<file path="config.mk">
export PLATFORM = sky130hd
export DESIGN_NAME = svte_facing
export DESIGN_NICKNAME = d
export VERILOG_FILES = /design/src/svte_pkg.sv /design/src/svte_facing.sv
export SDC_FILE = /design/constraint.sdc
export NUM_CORES = 2
export LEC_CHECK = 0
export BUFFER_PORTS_ARGS = -buffer_cell sky130_fd_sc_hd__buf_2
export CORE_ASPECT_RATIO = 2
export CORE_UTILIZATION = 50
export DETAILED_ROUTE_END_ITERATION = 8
export GPL_ROUTABILITY_DRIVEN = 0
export PLACE_DENSITY = 0.69
export SYNTH_ARGS = -nofsm -noshare
export SYNTH_HDL_FRONTEND = slang
export SYNTH_SLANG_ARGS = --single-unit
export TNS_END_PERCENT = 1
</file>
<file path="constraint.sdc">
create_clock -name clk -period 9.2 [get_ports clk]
set_input_delay 0.92 -clock clk [delete_from_list [all_inputs] [get_ports clk]]
set_output_delay 0.92 -clock clk [all_outputs]
set_load 0.05 [all_outputs]
</file>
<file path="src/svte_pkg.sv">
// ----------------------------------------------------------------------------
// svte_pkg
// Shared widths, stream layout, register indexes and payload types for the
// shadow volume triangle emitter.
// ----------------------------------------------------------------------------
package svte_pkg;

  localparam int INDEX_BITS = 15;
  localparam int COORD_W    = 16;
  localparam int CORNER_W   = 16;
  localparam int REG_W      = 16;
  localparam int REG_IDX_W  = 2;

  localparam int DIFF_W     = COORD_W + 1;
  localparam int PROD_W     = 2 * DIFF_W;
  localparam int NORM_W     = PROD_W + 1;
  localparam int LPROD_W    = NORM_W + REG_W;
  localparam int DOT_W      = LPROD_W + 2;

  localparam int TRIS_PER_RUN = 8;
  localparam int BEAT_W       = $clog2(TRIS_PER_RUN);

  // input beat layout, lowest bits first
  localparam int IN_IDX_A  = 0;
  localparam int IN_IDX_B  = IN_IDX_A + INDEX_BITS;
  localparam int IN_IDX_C  = IN_IDX_B + INDEX_BITS;
  localparam int IN_COORD  = IN_IDX_C + INDEX_BITS;
  localparam int IN_BITS   = IN_COORD + 9 * COORD_W;
  localparam int IN_W      = ((IN_BITS + 7) / 8) * 8;

  localparam int OUT_BITS  = 3 * CORNER_W;
  localparam int OUT_W     = ((OUT_BITS + 7) / 8) * 8;

  localparam logic [REG_IDX_W-1:0] REG_LIGHT_X      = 2'd0;
  localparam logic [REG_IDX_W-1:0] REG_LIGHT_Y      = 2'd1;
  localparam logic [REG_IDX_W-1:0] REG_LIGHT_Z      = 2'd2;
  localparam logic [REG_IDX_W-1:0] REG_VERTEX_COUNT = 2'd3;

  localparam logic signed [REG_W-1:0] LIGHT_Z_RESET = 16'sd16384;

  // position of each triangle within a run
  localparam logic [BEAT_W-1:0] BEAT_FAR_CAP   = 3'd0;
  localparam logic [BEAT_W-1:0] BEAT_NEAR_CAP  = 3'd1;
  localparam logic [BEAT_W-1:0] BEAT_EDGE0_LO  = 3'd2;
  localparam logic [BEAT_W-1:0] BEAT_EDGE0_HI  = 3'd3;
  localparam logic [BEAT_W-1:0] BEAT_EDGE1_LO  = 3'd4;
  localparam logic [BEAT_W-1:0] BEAT_EDGE1_HI  = 3'd5;
  localparam logic [BEAT_W-1:0] BEAT_EDGE2_LO  = 3'd6;
  localparam logic [BEAT_W-1:0] BEAT_EDGE2_HI  = 3'd7;

  typedef logic [INDEX_BITS-1:0]    index_t;
  typedef logic signed [COORD_W-1:0] coord_t;
  typedef logic signed [NORM_W-1:0]  norm_t;
  typedef logic signed [REG_W-1:0]   light_t;

  typedef struct packed {
    index_t a;
    index_t b;
    index_t c;
  } tri_idx_t;

  typedef struct packed {
    coord_t x;
    coord_t y;
    coord_t z;
  } vec_t;

  typedef struct packed {
    norm_t x;
    norm_t y;
    norm_t z;
  } normal_t;

  typedef struct packed {
    light_t x;
    light_t y;
    light_t z;
  } light_dir_t;

endpackage

</file>
<file path="src/svte_facing.sv">
// ----------------------------------------------------------------------------
// svte_facing
// Two-stage light test: normal times light, then sign of the sum.
// Back-facing triangles are dropped here.
// ----------------------------------------------------------------------------
module svte_facing
  import svte_pkg::*;
(
  input  logic       clk,
  input  logic       rst,
  input  light_dir_t light,
  input  logic       in_valid,
  output logic       in_ready,
  input  tri_idx_t   in_idx,
  input  normal_t    in_n,
  output logic       out_valid,
  input  logic       out_ready,
  output tri_idx_t   out_idx
);

  logic v4, v5, facing;
  logic r4, r5;
  tri_idx_t idx4;
  logic signed [LPROD_W-1:0] m_x, m_y, m_z;
  logic signed [DOT_W-1:0]   dot;

  assign r5       = !v5 || !facing || out_ready;
  assign r4       = !v4 || r5;
  assign in_ready = r4;

  assign dot = DOT_W'(m_x) + DOT_W'(m_y) + DOT_W'(m_z);

  always_ff @(posedge clk) begin
    if (rst) begin
      v4 <= 1'b0;
      v5 <= 1'b0;
    end else begin
      if (r4) v4 <= in_valid;
      if (r5) v5 <= v4;
    end
  end

  always_ff @(posedge clk) begin
    if (r4 && in_valid) begin
      idx4 <= in_idx;
      m_x  <= LPROD_W'(in_n.x) * LPROD_W'(light.x);
      m_y  <= LPROD_W'(in_n.y) * LPROD_W'(light.y);
      m_z  <= LPROD_W'(in_n.z) * LPROD_W'(light.z);
    end
  end

  // zero counts as facing
  always_ff @(posedge clk) begin
    if (r5 && v4) begin
      out_idx <= idx4;
      facing  <= !dot[DOT_W-1];
    end
  end

  assign out_valid = v5 && facing;

endmodule

</file>
==> summary.txt <==
Clock network
  – Clk slew on worst S/H paths: about 60 ps
  – Postcts setup bufs: 0
  – # clock sinks: approximately 250
  – Clk Tree Root Cell: clkbuf_16
  – CTS tree: built
  – Total CTS buffers: 27
  – Clock Path Buffers: 3
  – Post-cts gate resize count: 0
  – Later-pin clock latency in the skew report: between 500 and 600 ps
  – Hold buffer count at CTS: 0
  – Max H-tree Level: 1

STA
  – RSZ-0062 raised after global routing: no
  – Slew headroom: 19.8%
  – Fmax: 0.127 GHz
  – Setup_tns: 0 ps
  – Final setup violation count: 0
  – Crit path time final: about 8000 ps
  – Worst-margin pin slew: 1200 ps
  – Slew Viols, Final: 0
  – Clock Skews: roughly 24 ps
  – Final hold vios: 0
  – Final Cycle Share: 85.4%

GRT
  – Initial antenna violation count: 16
  – Vias in the first global route: approximately 55000
  – Largest net degree at the start of global routing: about 200
  – First-pass GRT wire length: 292000 um
  – GR Overflow Total: 0
  – Overall Global Routing Usage: 28.5%

Synth
  – Mapped Avg Cell Area: between 9 and 10 um^2
  – Synth Register Bits: between 200 and 250
  – Syn_nets: 9202
  – Post-Syn Instances: between 6000 and 7000
  – Ranking of synthesized cells by area: fa_1 (49%), edfxtp_1 (11%), inv_1 (10%), ha_1 (7.7%), and2_1 (6.3%)
  – Count of different cell masters after synthesis: 64
  – Post-synth top area share: 48.9%
  – Ys Warns: 0
  – Number of synthesized flops with an enable pin: about 240
  – Main synth FF type: edfxtp_1
  – Async SR Flop Fraction: 0%
  – Synth area leader: fa_1
  – Netlist Area Pre-Place: between 0.06 and 0.07 mm^2
  – Sequential-to-total area share from yosys stat: 11.0%

Setup path
  – Worst Setup Start Kind: primary input
  – CP Capture Type: flip-flop
  – CP required: between 9000 and 10000 ps
  – Worst Setup Path Type: in2reg
  – Arrival @ worst endpoint: 8160 ps
  – Crit-path max FO: 35

Drt
  – Via count: 47700
  – First drt pass iteration count: 9
  – Detailed-route wire length: 184000 um
  – Routed Antenna Nets: 0
  – Drt first-iter violations: 2705
  – Wirelength per Cell: 21.1 um
  – DRC viols: 138
  – Vias per cell: about 5.5

Final layout
  – Layout area overhead: 5.24%
  – Most common cell after layout, fill and taps aside: inv_1
  – Commonest non-fill, non-tap cells in the layout: inv_1 (1803), fa_1 (1634), nand2_1 (973)
  – Fin nets: 9214
  – Share of layout cells above drive strength 1: 4.82%

Run status
  – Status: complete, but fails checks
  – Failing checks: DRC

Placed design
  – DP HPWL: 151000 um
  – Buffers on Ports: 248

Floorplanning
  – Core area: 0.133 mm^2
  – Die area: 0.135 mm^2
  – DIE WIDTH: around 260 um
  – Row cnt: 189
  – Initial core utilization: 50.4%
  – IO Count: 249
  – Die height: 519 um

Flow run
  – Maxcap violations: 0

Hold path
  – Min-delay worst type: reg2reg
flip-flops by register name, summed over array words and instances (netlist names):
signal   cells
out_idx     45
m_y         51
facing       1
v4           1
m_z         51
v5           1
m_x         51
idx4        45
layout make-up:
| class | instances | area, um^2 |
|---|---|---|
| Tap cell | 1719 | 2150 |
| Inverter | 1803 | 6770 |
| Timing Repair Buffer | 278 | 1480 |
| Sequential cell | 246 | 7370 |
| Clock buffer | 32 | 714 |
| Antenna cell | 10 | 25.0 |
| Fill cell | 11900 | 62300 |
| Clock inverter | 17 | 234 |
| Multi-Input combinational cell | 4611 | 51600 |
path summary, 6_finish.rpt:
kind	startpoint	endpoint	slack [ps]	cells after the start
min	idx4[25]	out_idx[25]	410	0
max reg2reg	m_x[13]	facing	4780	13
min reg2reg	idx4[25]	out_idx[25]	410	0
max	light[17]	m_y[49]	1340	23
cell families after synthesis:
family	synth area share, %
AO/OA/AOI/OAI	4.39
flip-flops	11.0
buffers and inverters	11.8
adder cells (fa/ha/maj)	56.6
multiplexers	0.0168
AND/OR/NAND/NOR	14.0
XOR/XNOR	2.18
through the flow:
| stage | util [%] | instance area (um^2) | instances | hold WS, ps | worst slack (ps) |
|---|---|---|---|---|---|
| after global routing | 53.0 | 70300 | 8707 | 421 | 955 |
| final | 53.0 | 70300 | 8716 | 406 | 1340 |
| after floorplan | - | 66800 | 6955 | 400 | 1910 |
| after detailed placement | 52.3 | 69400 | 8657 | 405 | 822 |
| after global placement | 52.3 | 69400 | 8657 | 401 | 847 |
| after CTS | 53.0 | 70300 | 8706 | 406 | 1370 |
metal layers:
layer / vias up / GRT usage [%] / share of wire [%]
met1: 24700 / 27.7 / 31
met2: 1870 / 53.1 / 54
met5: - / 0 / 0.039
li1: 20200 / - / -
met4: 12 / 22.3 / 9.5
met3: 897 / 3.90 / 5.5
worst max-delay path, cell delays in order:
cell	delay (ps)
buf_2	610
nand2_1	170
fa_1	540
fa_1	560
fa_1	530
inv_1	60
fa_1	480
fa_1	500
inv_1	50
fa_1	550
inv_1	60
ha_1	360
a2111oi_0	430
o21ai_0	250
a21oi_1	190
o211ai_1	140
a31oi_1	390
a21oi_1	200
a21oi_1	280
o311ai_1	280
a31o_2	310
a21oi_1	180
xnor2_1	100
synth_stat cells, types with 3 or more instances:
library cell,number
a2111oi_0,3
a211o_1,3
a211oi_1,10
a21boi_0,3
a21o_1,95
a21oi_1,145
a221o_1,4
a221oi_1,6
a31o_2,4
a31oi_1,10
a41oi_1,3
and2_1,674
and3_1,14
and4_1,4
clkbuf_1,293
edfxtp_1,244
fa_1,1634
ha_1,411
inv_1,1803
nand2_1,973
nand2b_1,27
nand3_1,28
nand4_1,29
nor2_1,153
nor2b_1,20
nor3_1,11
nor4_1,5
o211a_1,3
o211ai_1,6
o21a_1,26
o21ai_0,70
o21bai_1,23
o221ai_1,4
o31ai_1,7
or3_1,6
xnor2_1,119
xor2_1,47
Power is not shown: default switching activity piles up to over one toggle a cycle in this logic, so the estimate is an artifact.
