<file path="config.mk">
export PLATFORM = sky130hd
export DESIGN_NAME = svte_emit
export DESIGN_NICKNAME = d
export VERILOG_FILES = /design/src/svte_pkg.sv /design/src/svte_emit.sv
export SDC_FILE = /design/constraint.sdc
export NUM_CORES = 1
export LEC_CHECK = 0
export BUFFER_PORTS_ARGS = -buffer_cell sky130_fd_sc_hd__clkbuf_2
export CELL_PAD_IN_SITES_DETAIL_PLACEMENT = 1
export CELL_PAD_IN_SITES_GLOBAL_PLACEMENT = 2
export CORE_MARGIN = 8
export CORE_UTILIZATION = 37
export CTS_BUF_LIST = sky130_fd_sc_hd__clkbuf_4 sky130_fd_sc_hd__clkbuf_8
export DETAILED_ROUTE_END_ITERATION = 8
export GPL_TIMING_DRIVEN = 0
export MAX_ROUTING_LAYER = met4
export PLACE_DENSITY = 0.91
export SETUP_SLACK_MARGIN = 0.05
export SLEW_MARGIN = 20
export SYNTH_ARGS = -nofsm -noshare
export SYNTH_HDL_FRONTEND = slang
export SYNTH_SLANG_ARGS = --single-unit
</file>
<file path="constraint.sdc">
create_clock -name clk -period 8.36 [get_ports clk]
set_clock_uncertainty 0.2 [all_clocks]
set_input_delay 1.672 -clock clk [delete_from_list [all_inputs] [get_ports clk]]
set_output_delay 1.672 -clock clk [all_outputs]
set_load 0.02 [all_outputs]
</file>
<file path="src/svte_pkg.sv">
// ----------------------------------------------------------------------------
// svte_pkg
// Shared widths, stream layout, register indexes and payload types for the
// shadow volume triangle emitter.
// ----------------------------------------------------------------------------
package svte_pkg;

  localparam int INDEX_BITS = 15;
  localparam int COORD_W    = 16;
  localparam int CORNER_W   = 16;
  localparam int REG_W      = 16;
  localparam int REG_IDX_W  = 2;

  localparam int DIFF_W     = COORD_W + 1;
  localparam int PROD_W     = 2 * DIFF_W;
  localparam int NORM_W     = PROD_W + 1;
  localparam int LPROD_W    = NORM_W + REG_W;
  localparam int DOT_W      = LPROD_W + 2;

  localparam int TRIS_PER_RUN = 8;
  localparam int BEAT_W       = $clog2(TRIS_PER_RUN);

  // input beat layout, lowest bits first
  localparam int IN_IDX_A  = 0;
  localparam int IN_IDX_B  = IN_IDX_A + INDEX_BITS;
  localparam int IN_IDX_C  = IN_IDX_B + INDEX_BITS;
  localparam int IN_COORD  = IN_IDX_C + INDEX_BITS;
  localparam int IN_BITS   = IN_COORD + 9 * COORD_W;
  localparam int IN_W      = ((IN_BITS + 7) / 8) * 8;

  localparam int OUT_BITS  = 3 * CORNER_W;
  localparam int OUT_W     = ((OUT_BITS + 7) / 8) * 8;

  localparam logic [REG_IDX_W-1:0] REG_LIGHT_X      = 2'd0;
  localparam logic [REG_IDX_W-1:0] REG_LIGHT_Y      = 2'd1;
  localparam logic [REG_IDX_W-1:0] REG_LIGHT_Z      = 2'd2;
  localparam logic [REG_IDX_W-1:0] REG_VERTEX_COUNT = 2'd3;

  localparam logic signed [REG_W-1:0] LIGHT_Z_RESET = 16'sd16384;

  // position of each triangle within a run
  localparam logic [BEAT_W-1:0] BEAT_FAR_CAP   = 3'd0;
  localparam logic [BEAT_W-1:0] BEAT_NEAR_CAP  = 3'd1;
  localparam logic [BEAT_W-1:0] BEAT_EDGE0_LO  = 3'd2;
  localparam logic [BEAT_W-1:0] BEAT_EDGE0_HI  = 3'd3;
  localparam logic [BEAT_W-1:0] BEAT_EDGE1_LO  = 3'd4;
  localparam logic [BEAT_W-1:0] BEAT_EDGE1_HI  = 3'd5;
  localparam logic [BEAT_W-1:0] BEAT_EDGE2_LO  = 3'd6;
  localparam logic [BEAT_W-1:0] BEAT_EDGE2_HI  = 3'd7;

  typedef logic [INDEX_BITS-1:0]    index_t;
  typedef logic signed [COORD_W-1:0] coord_t;
  typedef logic signed [NORM_W-1:0]  norm_t;
  typedef logic signed [REG_W-1:0]   light_t;

  typedef struct packed {
    index_t a;
    index_t b;
    index_t c;
  } tri_idx_t;

  typedef struct packed {
    coord_t x;
    coord_t y;
    coord_t z;
  } vec_t;

  typedef struct packed {
    norm_t x;
    norm_t y;
    norm_t z;
  } normal_t;

  typedef struct packed {
    light_t x;
    light_t y;
    light_t z;
  } light_dir_t;

endpackage

</file>
<file path="src/svte_emit.sv">
// ----------------------------------------------------------------------------
// svte_emit
// Run sequencer: holds one facing triangle and sends its eight shadow
// volume triangles, far cap first.
// ----------------------------------------------------------------------------
module svte_emit
  import svte_pkg::*;
(
  input  logic                clk,
  input  logic                rst,
  input  logic [REG_W-1:0]    vertex_count,
  input  logic                in_valid,
  output logic                in_ready,
  input  tri_idx_t            in_idx,
  output logic                out_valid,
  input  logic                out_ready,
  output logic [CORNER_W-1:0] out_first,
  output logic [CORNER_W-1:0] out_second,
  output logic [CORNER_W-1:0] out_third,
  output logic                out_last
);

  logic busy;
  logic [BEAT_W-1:0] beat;
  logic [CORNER_W-1:0] s0, s1, s2, e0, e1, e2;
  logic last_beat;

  assign last_beat = (beat == BEAT_EDGE2_HI);
  assign in_ready  = !busy || (out_ready && last_beat);

  always_ff @(posedge clk) begin
    if (rst) begin
      busy <= 1'b0;
      beat <= BEAT_FAR_CAP;
    end else if (in_ready) begin
      busy <= in_valid;
      beat <= BEAT_FAR_CAP;
    end else if (out_ready) begin
      beat <= beat + BEAT_W'(1);
    end
  end

  always_ff @(posedge clk) begin
    if (in_ready && in_valid) begin
      s0 <= CORNER_W'(in_idx.a);
      s1 <= CORNER_W'(in_idx.b);
      s2 <= CORNER_W'(in_idx.c);
      e0 <= CORNER_W'(in_idx.a) + vertex_count;
      e1 <= CORNER_W'(in_idx.b) + vertex_count;
      e2 <= CORNER_W'(in_idx.c) + vertex_count;
    end
  end

  always_comb begin
    case (beat)
      BEAT_FAR_CAP:  begin out_first = e2; out_second = e1; out_third = e0; end
      BEAT_NEAR_CAP: begin out_first = s0; out_second = s1; out_third = s2; end
      BEAT_EDGE0_LO: begin out_first = s0; out_second = e0; out_third = s1; end
      BEAT_EDGE0_HI: begin out_first = s1; out_second = e0; out_third = e1; end
      BEAT_EDGE1_LO: begin out_first = s1; out_second = e1; out_third = s2; end
      BEAT_EDGE1_HI: begin out_first = s2; out_second = e1; out_third = e2; end
      BEAT_EDGE2_LO: begin out_first = s2; out_second = e2; out_third = s0; end
      BEAT_EDGE2_HI: begin out_first = s0; out_second = e2; out_third = e0; end
      default:       begin out_first = s0; out_second = s1; out_third = s2; end
    endcase
  end

  assign out_valid = busy;
  assign out_last  = last_beat;

endmodule

</file>
==> metrics.cfg <==
[final_layout]
layout.cells.non_filler=931
nets=827
n_antenna_cell=0
seqCellArea_mm2=0.00287
multiInputGateArea_mm2=0.00319
nFillCells=1874
syn_to_final_growth_pct=18.0
drive_gt1_share_pct=20.7

[sta]
fin_crit_ns=5.34
hold_viol_final=0
finalMaxSlewViolations=0
rsz0062_at_grt=no
layout_setup_ws_ns=3.02
setup_violations=0
relSlewSlack_pct=46.6
max_freq_mhz=187
finalCritPeriodShare_pct=63.9
worstMarginPinSlew_ns=0.800

[floorplan]
fp-row-count=47
die_h_um=146
core_area_mm2=0.0165
die_x_um=146
ios=116
start_util_pct=37.7
die-area_mm2=0.0213

[synthesis]
synth_top_area_share_pct=44.8
netlist_top_cells_area=edfxtp_1 (45%), ha_1 (10%), a222oi_1 (7.5%), a21oi_1 (4.9%), xnor2_1 (3.9%)
syn-num-nets=698
synth_edf_count=93
synth.distinct_cells=54
ys_ff_latch=97
synth_cells=579
synth_top_cell_by_area=edfxtp_1
synth_ff_type=edfxtp_1
yosysSeqAreaShare_pct=46.1
syn_area_per_cell_um2=10.8
synthArstFlopShare_pct=0
yosysWarnings=0
netlist_area_mm2=0.00624

[placed_design]
io_buffers=115
place_congestion=0.863
post-place-ws_ns=3.46
place_inst=917
hpwl_um=19300

[drt]
vias_per_cell=6.11
dr.pass1.iters=8
wire_per_inst_um=26.1
route.detailed.drc=0
drt_wl_total_um=24300
drtIter0Drc=812
ant_nets=0
vias=5688

[critical_path]
cp_max_fo=10
worstSetupEndpointType=primary output
critical_path.startpoint_type=flop
critPathKind=reg2out
r2r_start=beat[0]
critPathLaunch=beat[0]
reg2reg_to=e2[11]
arrival_ns=3.47
r2r_slack_ns=5.54
worstPathRequired_ns=6.49
r2r_cells=6
crit_end=out_second[10]

[global_route]
grt_pass1_wl_um=36600
grt_max_degree=26
met2_usage_pct=37.1
grt-ovfl-total=0
grtUsageMet1_pct=29.2
grt_antenna_before_repair=0
grt_pass1_vias=6059
grt_busiest_layer=met2
grt.met3_usage_pct=2.86
track_usage_pct=23.1

[clock_network]
cts_setup_buffers=0
cts_tree=yes
cts.sinks=97
cts_made_buffers=9
cts.clk_slew.worst_paths_ns=0.10
cts_max_level=3
cts_hold_buf=0
clock_latency_ns=0.40
cts-root-buf=clkbuf_8
cts_resized=0
cts_max_path_buffers=2

[run]
cap_violations=0

[status]
status=complete, no violations

[power]
ir_drop_uv=66.7
p_per_area_mw_per_mm2=180
p_leak_nw=2.99

[min_path]
min_path_cells=2
hold_class=reg2reg

[cell usage in the layout (no fill, tap or decap), drive strengths merged, types with 4 or more instances in the layout]
| cell | count |
|---|---|
| a21oi | 61 |
| nor3 | 8 |
| edfxtp | 93 |
| a211oi | 8 |
| a222oi | 47 |
| nor2 | 63 |
| a31oi | 17 |
| inv | 18 |
| a21o | 16 |
| buf | 11 |
| o21ai | 20 |
| clkbuf | 141 |
| dfxtp | 4 |
| a22oi | 15 |
| o21bai | 8 |
| xor2 | 13 |
| ha | 51 |
| nand2b | 4 |
| nor2b | 7 |
| nand2 | 27 |
| o211ai | 4 |
| nand3 | 7 |
| xnor2 | 28 |
[synthesized netlist by cell type (2+ instances only)]
cell	instances
nand2_1	27
inv_1	16
nand4_1	2
ha_1	51
mux2i_1	3
clkbuf_1	17
a211o_1	2
a222oi_1	47
a211oi_1	7
nand3_1	7
or3_1	3
a21o_1	16
xnor2_1	28
edfxtp_1	93
a22oi_1	15
o21ai_0	18
fa_1	3
dfxtp_1	4
nand2b_1	4
xor2_1	13
nor3_1	8
buf_1	2
nor2_1	62
a21oi_1	61
nor2b_1	7
a311oi_1	2
a31oi_1	17
o21a_1	3
o21bai_1	8
o211ai_1	4
buf_6	4
o21ai_1	2
buf_2	2
[layout make-up]
type	count	area share [%]
buffer	25	1.72
inverter	17	0.867
clock buffer	9	1.68
multi-input combinational	440	43.3
clock inverter	5	0.782
timing repair buffer	118	8.85
sequential	97	39.1
tap	220	3.74
[metrics by stage]
step / utilization (%) / hold slack, ns / total power, mW / instance area, µm² / TNS, ns
after global routing: 44.5 / 0.405 / 1.37 / 7360 / 0
after CTS: 44.5 / 0.388 / 1.32 / 7360 / 0
after floorplan: - / 0.314 / 0.861 / 6240 / 0
after global placement: 42.9 / 0.342 / 0.999 / 7090 / -15.87
final: 44.5 / 0.375 / 1.33 / 7360 / 0
after detailed placement: 43.4 / 0.372 / 1.02 / 7170 / 0
[worst min-delay path by stage]
| stage | start | endpoint | slack, ns |
|---|---|---|---|
| 2_1_floorplan | beat[1] | beat[1] | 0.31 |
| 3_3_place_gp | beat[1] | beat[1] | 0.34 |
| 3_5_place_dp | beat[0] | beat[0] | 0.37 |
| 4_1_cts | beat[0] | beat[0] | 0.39 |
| 5_1_grt | beat[0] | beat[0] | 0.40 |
| 6_report | beat[0] | beat[0] | 0.38 |
[critical path, stage by stage (launching register included)]
cell,delay (ns)
dfxtp_1,0.41
ha_1,0.27
ha_1,0.17
clkbuf_1,0.42
a21o_1,0.13
clkbuf_1,0.42
clkbuf_1,0.51
a222oi_1,0.24
a21oi_1,0.28
clkbuf_2,0.22
[sequential cells by signal, indices dropped and copies added, names as in the netlist]
signal     cells
e2            16
e0            16
s0            15
beat           3
e1            16
out_valid      1
s2            15
s1            15
[per-layer routing]
layer,vias to the layer above,routed length (µm)
met1,2798,10300
met3,41,1800
li1,2565,-
met5,-,0
met4,0,567
met2,284,11700
[power by group]
group          internal, mW  switching (mW)  total, mW
sequential            0.590          0.0359      0.625
clock                 0.136           0.182      0.318
combinational         0.141           0.242      0.384
[kinds of logic (layout without fill, tap and decap cells)]
group / count (synthesis) / after routing / share of synthesized area, %
flip-flops: 97 / 97 / 46.1
buffers and inverters: 42 / 174 / 3.05
XOR/XNOR: 41 / 41 / 5.76
AO/OA/AOI/OAI: 212 / 212 / 24.1
multiplexers: 4 / 4 / 0.662
AND/OR/NAND/NOR: 129 / 129 / 9.17
adder cells (fa/ha/maj): 54 / 54 / 11.2
(Power assumes the default switching activity.)
